--- src/fmc_pkg.sv ---
package fmc_pkg;

  // FNV-1a constants for a 32-bit digest, and the bit that tags a digest.
  localparam int unsigned DIGEST_W = 32;
  localparam logic [DIGEST_W-1:0] FNV_BASIS = 32'h811C_9DC5;
  localparam logic [DIGEST_W-1:0] FNV_PRIME = 32'h0100_0193;
  localparam logic [DIGEST_W-1:0] TAG_BIT   = 32'h8000_0000;

  localparam int unsigned KEY_W = 8;
  localparam int unsigned CNT_W = 32;

  // A tagged digest on its way from the hash stage to the table.
  typedef struct packed {
    logic                vld;
    logic [DIGEST_W-1:0] tag;
  } probe_t;

  // One lookup result; hit sits in the lowest bit when packed.
  typedef struct packed {
    logic [CNT_W-1:0] skips_total;
    logic [CNT_W-1:0] misses_total;
    logic [CNT_W-1:0] hits_total;
    logic             skip;
    logic             hit;
  } result_t;

  localparam int unsigned OUT_TDATA_W = 104;
  localparam int unsigned RES_PAD     = OUT_TDATA_W - $bits(result_t);

endpackage

--- src/fmc_slot.sv ---
module fmc_slot #(
  parameter int unsigned TABLE_DEPTH = 1024
) (
  input  logic                           clk,
  input  logic                           rst_n,
  input  logic                           adv,
  input  fmc_pkg::probe_t                probe_i,
  output fmc_pkg::probe_t                probe_o,
  output logic [$clog2(TABLE_DEPTH)-1:0] slot_o
);

  localparam int unsigned IDX_W    = $clog2(TABLE_DEPTH);
  localparam int unsigned RECIP_SH = fmc_pkg::DIGEST_W + IDX_W;
  localparam logic [63:0] SH_ONE   = 64'd1 << RECIP_SH;
  // Rounded-up reciprocal: exact quotient for every 32-bit dividend.
  localparam logic [32:0] RECIP_M  = 33'((SH_ONE + 64'(TABLE_DEPTH) - 64'd1)
                                         / 64'(TABLE_DEPTH));

  logic [64:0]                  prod;
  logic [31:0]                  quot_nxt;
  logic [31:0]                  quot_r;
  fmc_pkg::probe_t              q_probe_r;
  logic [48:0]                  qd;
  logic [fmc_pkg::DIGEST_W-1:0] rem;
  logic [IDX_W-1:0]             slot_nxt;
  logic [IDX_W-1:0]             slot_r;
  fmc_pkg::probe_t              s_probe_r;

  // Stage one: quotient of the tagged digest by the table depth.
  always_comb begin
    prod     = 65'(probe_i.tag) * 65'(RECIP_M);
    quot_nxt = 32'(prod >> RECIP_SH);
  end

  // Stage two: remainder is the slot index.
  always_comb begin
    qd       = 49'(quot_r) * 49'(TABLE_DEPTH);
    rem      = q_probe_r.tag - qd[fmc_pkg::DIGEST_W-1:0];
    slot_nxt = rem[IDX_W-1:0];
  end

  always_ff @(posedge clk) begin
    if (!rst_n) begin
      q_probe_r.vld <= 1'b0;
      s_probe_r.vld <= 1'b0;
    end else if (adv) begin
      q_probe_r.vld <= probe_i.vld;
      s_probe_r.vld <= q_probe_r.vld;
    end
    if (adv) begin
      quot_r        <= quot_nxt;
      q_probe_r.tag <= probe_i.tag;
      slot_r        <= slot_nxt;
      s_probe_r.tag <= q_probe_r.tag;
    end
  end

  assign probe_o = s_probe_r;
  assign slot_o  = slot_r;

endmodule

--- config.mk ---
export PLATFORM = sky130hd
export DESIGN_NAME = fmc_slot
export DESIGN_NICKNAME = d
export VERILOG_FILES = /design/src/fmc_pkg.sv /design/src/fmc_slot.sv
export SDC_FILE = /design/constraint.sdc
export NUM_CORES = 1
export LEC_CHECK = 0
export BUFFER_PORTS_ARGS = -buffer_cell sky130_fd_sc_hd__buf_4
export CORE_MARGIN = 3
export CORE_UTILIZATION = 44
export DETAILED_ROUTE_END_ITERATION = 10
export PLACE_DENSITY = 0.74
export SLEW_MARGIN = 20
export SYNTH_ARGS = -nofsm -noshare
export SYNTH_HDL_FRONTEND = slang
export SYNTH_SLANG_ARGS = --single-unit
--- constraint.sdc ---
create_clock -name clk -period 1 [get_ports clk]
set_input_delay 0.15 -clock clk [delete_from_list [all_inputs] [get_ports clk]]
set_output_delay 0.15 -clock clk [all_outputs]
set_load 0.02 [all_outputs]
==> impl_metrics.yaml, run 1 <==
outcome:
  violations: "setup timing"
  outcome: "finished with violations"
route:
  drtAntennaViolNets: 0
  drt_iter0_drc: 79
  drcViolationCount: 0
  wl_per_cell_um: 15.7
  drt-total-wl_um: 3960
  vias_per_cell: 4.49
  firstDrtPassIters: 4
  vias: 1137
setup_path:
  critPathMaxStageDelay_ns: 0.44
  critPathArrivalTime_ns: 0.91
  required_ns: 0.85
  critical_path_buf_inv_count: 1
  timing.rr.start: "q_probe_r[21]"
  cp_cell_sequence: "buf_6"
  crit_fanout: 2
  startpoint_type: "flip-flop"
  crit_slowest_cell: "edfxtp_1"
  crit_start: "slot_o[2]"
  end_kind: "output port"
  criticalPathCategory: "flip-flop to output port"
  critical-path-top-delay-family: "flip-flops"
die:
  dieArea_mm2: 0.00556
  rows: 24
  die_w_um: 74.6
  core_area_mm2: 0.00444
  io_pins: 79
  die_h_um: 74.6
  initial_core_util: 0.466
finish:
  fill_cells: 252
  final_util: 0.748
  layout.nets: 232
  antennaDiodeCount: 0
  syn_to_final_growth_pct: 60.6
  layout_commonest_cell: "edfxtp_1"
  drive_gt1_frac: 0.473
  final_cell_mix: "edfxtp_1, buf_4, buf_6"
synthesis:
  ys_seq_area_frac: 0.948
  syn-instance-count: 80
  synthSimpleGateAreaFrac: 0.00605
  synth_top_family_by_area: "buffers and inverters"
  yosysTopAreaCellShare: 0.929
  synth-adder-area-share: 0
  synth_area_mm2: 0.00207
  synth_compound_area_frac: 0
  synth-xor-area-share: 0
  ys_warn_count: 0
  synth_area_leaders: "edfxtp_1, buf_4, dfxtp_1"
  syn_nets: 116
  synthMuxAreaShare: 0.00967
  synth_area_per_cell_um2: 25.9
  yosysUniqueCellTypes: 5
  ys_ff_latch: 66
  synth_top_cell_by_area: "edfxtp_1"
timing:
  fin_setup_tns_ns: -1.16
  min_period_ns: 1.06
  hold_violations: 0
  fmaxAchievable_mhz: 940
  fin_crit_sh: 1.06
  skew_ns: 0.00658
  rsz0062_at_grt: "yes"
  tightest_slew_ns: 0.146
  hold_slack_ns: 0.0550
  setup_viol: 32
  setup_ws_ns: -0.0633
  finalMaxSlewViolations: 0
  slew_headroom: 0.900
clock_tree:
  h-tree-depth: 3
  clk_pin_slew_ns: 0.06
  postCtsSetupBuffers: 0
  cts.sinks: 66
  clockBufferDepth: 2
  cts_tree: "yes"
  cts_buffers: 9
  cts-root-buf: "clkbuf_8"
  clk_latency_ns: 0.32
global_routing:
  grt_usage: 0.157
  met3_usage: 0.0676
  met1_usage: 0.158
  antenna_found_initial: 0
  met2_usage: 0.278
  grt_busiest_layer: "met2"
  grt_pass1_wl_um: 5970
  grt_max_degree: 24
  grt_pass1_vias: 1216
  gr-total-overflow: 0
power:
  powerDensity_mw_per_mm2: 1740
  p_sw_mw: 1.24
  sw_frac_of_total: 0.215
  leakage_nw: 1.33
  clock_power_share: 0.303
  comb_power_share: 0.116
  vdd_ir_drop_max_mv: 1.28
  p_seq_frac: 0.581
  internal_power_mw: 4.54
  finalPower_mw: 5.78
placed_design:
  io_buffers: 78
  dp_hpwl_um: 2550
  place_congestion: 0.622
hold_path:
  hold_start: "rst_n"
  hold_class: "input pin to flip-flop"
job:
  drv_cap: 0
worst paths after layout:
path                                      end  slack, ns  cells past startpoint
worst max register to register    probe_o[21]       0.34                      0
worst min-delay path            q_probe_r[32]       0.06                      2
worst max-delay path               probe_o[2]      -0.06                      1
worst min register to register    probe_o[30]       0.42                      0
synthesized netlist by cell type:
master,instances
buf_4,10
dfxtp_1,2
edfxtp_1,64
mux2i_1,2
nor2b_1,2
power groups by stage:
| stage | Sequential [mW] | Combinational [mW] | Clock, mW |
|---|---|---|---|
| after floorplan | 3.49 | 0.0785 | 0 |
| after global placement | 3.38 | 0.506 | 0 |
| after global routing | 3.37 | 0.711 | 1.96 |
| after detailed placement | 3.39 | 0.516 | 0 |
| final | 3.36 | 0.672 | 1.75 |
| after CTS | 3.35 | 0.653 | 1.78 |
stage by stage:
step	std cells	cell area, um^2	setup slack (ns)
2_1_floorplan	80	2070	0.183
4_1_cts	248	3260	-0.0741
6_report	253	3320	-0.0633
3_5_place_dp	205	2710	0.153
5_1_grt	253	3320	-0.109
3_3_place_gp	205	2710	0.167
state kept, by name (all words and copies together) (netlist names):
signal	cells
q_probe_r	33
probe_o	24
slot_o	9
layout make-up:
type | count | area, um^2 | area share
flip-flops and latches | 66 | 1960 | 0.590
clock buffers | 12 | 135 | 0.0406
clock inverters | 4 | 18.8 | 0.00565
multi-input cells | 4 | 32.5 | 0.00979
well taps | 52 | 65.1 | 0.0196
repair buffers | 115 | 1110 | 0.334
logic make-up after synthesis:
| kind of cell | after synthesis |
|---|---|
| and+or+nand+nor | 2 |
| muxes | 2 |
| DFF | 66 |
| buffers and inverters | 10 |
layer usage:
layer  share of wire  up-vias  wire [um]
li1                -      535          -
met3           0.079        4        312
met4           0.011        0         44
met5               0        -          0
met1            0.34      542       1360
met2            0.57       56       2250
repair_timing:
action                     in CTS  in global routing
resized for setup              33                  5
hold buffers                   27                  5
hold endpoints to repair       27                  5
setup endpoints to repair      41                 42
No activity file was read; power rests on OpenSTA's default activity.
==> run 2: changes to the inputs <==
--- a/config.mk
+++ b/config.mk
@@ -8,6 +8,7 @@
 export BUFFER_PORTS_ARGS = -buffer_cell sky130_fd_sc_hd__buf_4
 export CORE_MARGIN = 3
 export CORE_UTILIZATION = 44
+export CTS_BUF_LIST = sky130_fd_sc_hd__clkbuf_8
 export DETAILED_ROUTE_END_ITERATION = 10
 export PLACE_DENSITY = 0.74
 export SLEW_MARGIN = 20
==> run 2 against run 1 <==
  * The flow still finishes with violations (setup timing)
  * First-iteration DRC count decreased by 22%
  * Combinational power about the same
  * Global-route usage unchanged
  * Clock-buffer cell count decreased by 3
  * Maximum frequency about the same
  * Critical endpoint unchanged
  * Highest routed layer unchanged
==> impl_metrics.yaml, run 2 (synthesized netlist as in run 1, its figures left out) <==
outcome:
  outcome: "finished with violations"
  violations: "setup timing"
route:
  firstDrtPassIters: 4
  vias: 1137
  wl_per_cell_um: 15.7
  drcViolationCount: 0
  drt_iter0_drc: 62
  drtAntennaViolNets: 0
  vias_per_cell: 4.49
  drt-total-wl_um: 3970
setup_path:
  required_ns: 0.85
  critical_path_buf_inv_count: 1
  startpoint_type: "flip-flop"
  critPathMaxStageDelay_ns: 0.44
  crit_slowest_cell: "edfxtp_1"
  cp_cell_sequence: "buf_6"
  criticalPathCategory: "flip-flop to output port"
  critical-path-top-delay-family: "flip-flops"
  critPathArrivalTime_ns: 0.91
  end_kind: "output port"
  crit_fanout: 2
global_routing:
  grt_pass1_vias: 1216
  grt_pass1_wl_um: 5970
  grt_usage: 0.157
  grt_max_degree: 24
  antenna_found_initial: 0
  gr-total-overflow: 0
power:
  finalPower_mw: 5.75
  clock_power_share: 0.299
  leakage_nw: 1.34
  powerDensity_mw_per_mm2: 1730
  comb_power_share: 0.117
  internal_power_mw: 4.51
  p_sw_mw: 1.24
  vdd_ir_drop_max_mv: 1.28
  sw_frac_of_total: 0.216
  p_seq_frac: 0.584
die:
  initial_core_util: 0.466
  die_w_um: 74.6
  dieArea_mm2: 0.00556
  io_pins: 79
  rows: 24
  core_area_mm2: 0.00444
  die_h_um: 74.6
finish:
  layout_commonest_cell: "edfxtp_1"
  drive_gt1_frac: 0.473
  antennaDiodeCount: 0
  final_cell_mix: "edfxtp_1, buf_4, buf_6"
  syn_to_final_growth_pct: 60.6
  top_register: "q_probe_r"
  fill_cells: 252
  largest_reg_flops: 33
  layout.nets: 232
clock_tree:
  clk_latency_ns: 0.32
  cts_buffers: 9
  cts.sinks: 66
  postCtsSetupBuffers: 0
  h-tree-depth: 3
  clk_pin_slew_ns: 0.06
  cts_tree: "yes"
  cts-root-buf: "clkbuf_8"
  clockBufferDepth: 2
placed_design:
  dp_hpwl_um: 2550
  io_buffers: 78
  dp_slack_ns: 0.153
  place_congestion: 0.622
timing:
  min_period_ns: 1.06
  setup_ws_ns: -0.0637
  fmaxAchievable_mhz: 940
  skew_ns: 0.00669
  hold_violations: 0
  slew_headroom: 0.900
  finalMaxSlewViolations: 0
  fin_crit_sh: 1.06
  tightest_slew_ns: 0.146
  setup_viol: 32
  rsz0062_at_grt: "yes"
job:
  drv_cap: 0
hold_path:
  hold_class: "input pin to flip-flop"
run 2: cell types whose count changed in the layout (fill, tap and decap cells not counted), sizes merged:
| cell | change |
|---|---|
| inv | +3 |
| clkbuf | -3 |
run 2: final timing paths:
path	start	endpoint	slack, ns	cells past startpoint
setup / recovery	slot_o[2]	probe_o[2]	-0.06	1
hold / removal	rst_n	q_probe_r[32]	0.06	2
setup reg to reg	q_probe_r[21]	probe_o[21]	0.34	0
hold reg to reg	q_probe_r[30]	probe_o[30]	0.42	0
run 2: through the flow:
| stage | hold WS (ns) | instances | TNS (ns) | util | instance area [um^2] |
|---|---|---|---|---|---|
| floorplan | 0.249 | 80 | 0 | - | 2070 |
| global placement | 0.328 | 205 | 0 | 0.609 | 2710 |
| detailed placement | 0.329 | 205 | 0 | 0.609 | 2710 |
| CTS | 0.000613 | 248 | -1.50 | 0.733 | 3260 |
| global route | 0.0679 | 253 | -2.95 | 0.748 | 3320 |
| finish | 0.0550 | 253 | -1.17 | 0.748 | 3320 |
run 2: final cells by class:
type,instances,area (um^2),area share
Tap cell,52,65.1,0.0196
Clock inverter,7,30.0,0.00903
Timing Repair Buffer,115,1110,0.334
Multi-Input combinational cell,4,32.5,0.00979
Clock buffer,9,124,0.0373
Sequential cell,66,1960,0.590
run 2: timing repair:
item                                    CTS  global route
hold buffers                             27             5
endpoints found under the setup margin   41            42
pin swaps                                 0             0
gates resized for setup                  33             5
endpoints found under the hold margin    27             5
run 2: metal layers:
layer	vias up	GRT usage	routed length [um]	part of all wire
met3	4	0.0676	312	0.079
li1	535	-	-	-
met1	542	0.158	1360	0.34
met5	-	0	0	0
met2	56	0.278	2250	0.57
met4	0	0.0711	44	0.011
run 2: power by group through the flow:
stage	clock, mW	sequential [mW]	combinational (mW)
CTS	1.76	3.35	0.653
floorplan	0	3.49	0.0785
global placement	0	3.38	0.506
detailed placement	0	3.39	0.516
finish	1.72	3.36	0.672
global route	1.93	3.37	0.711
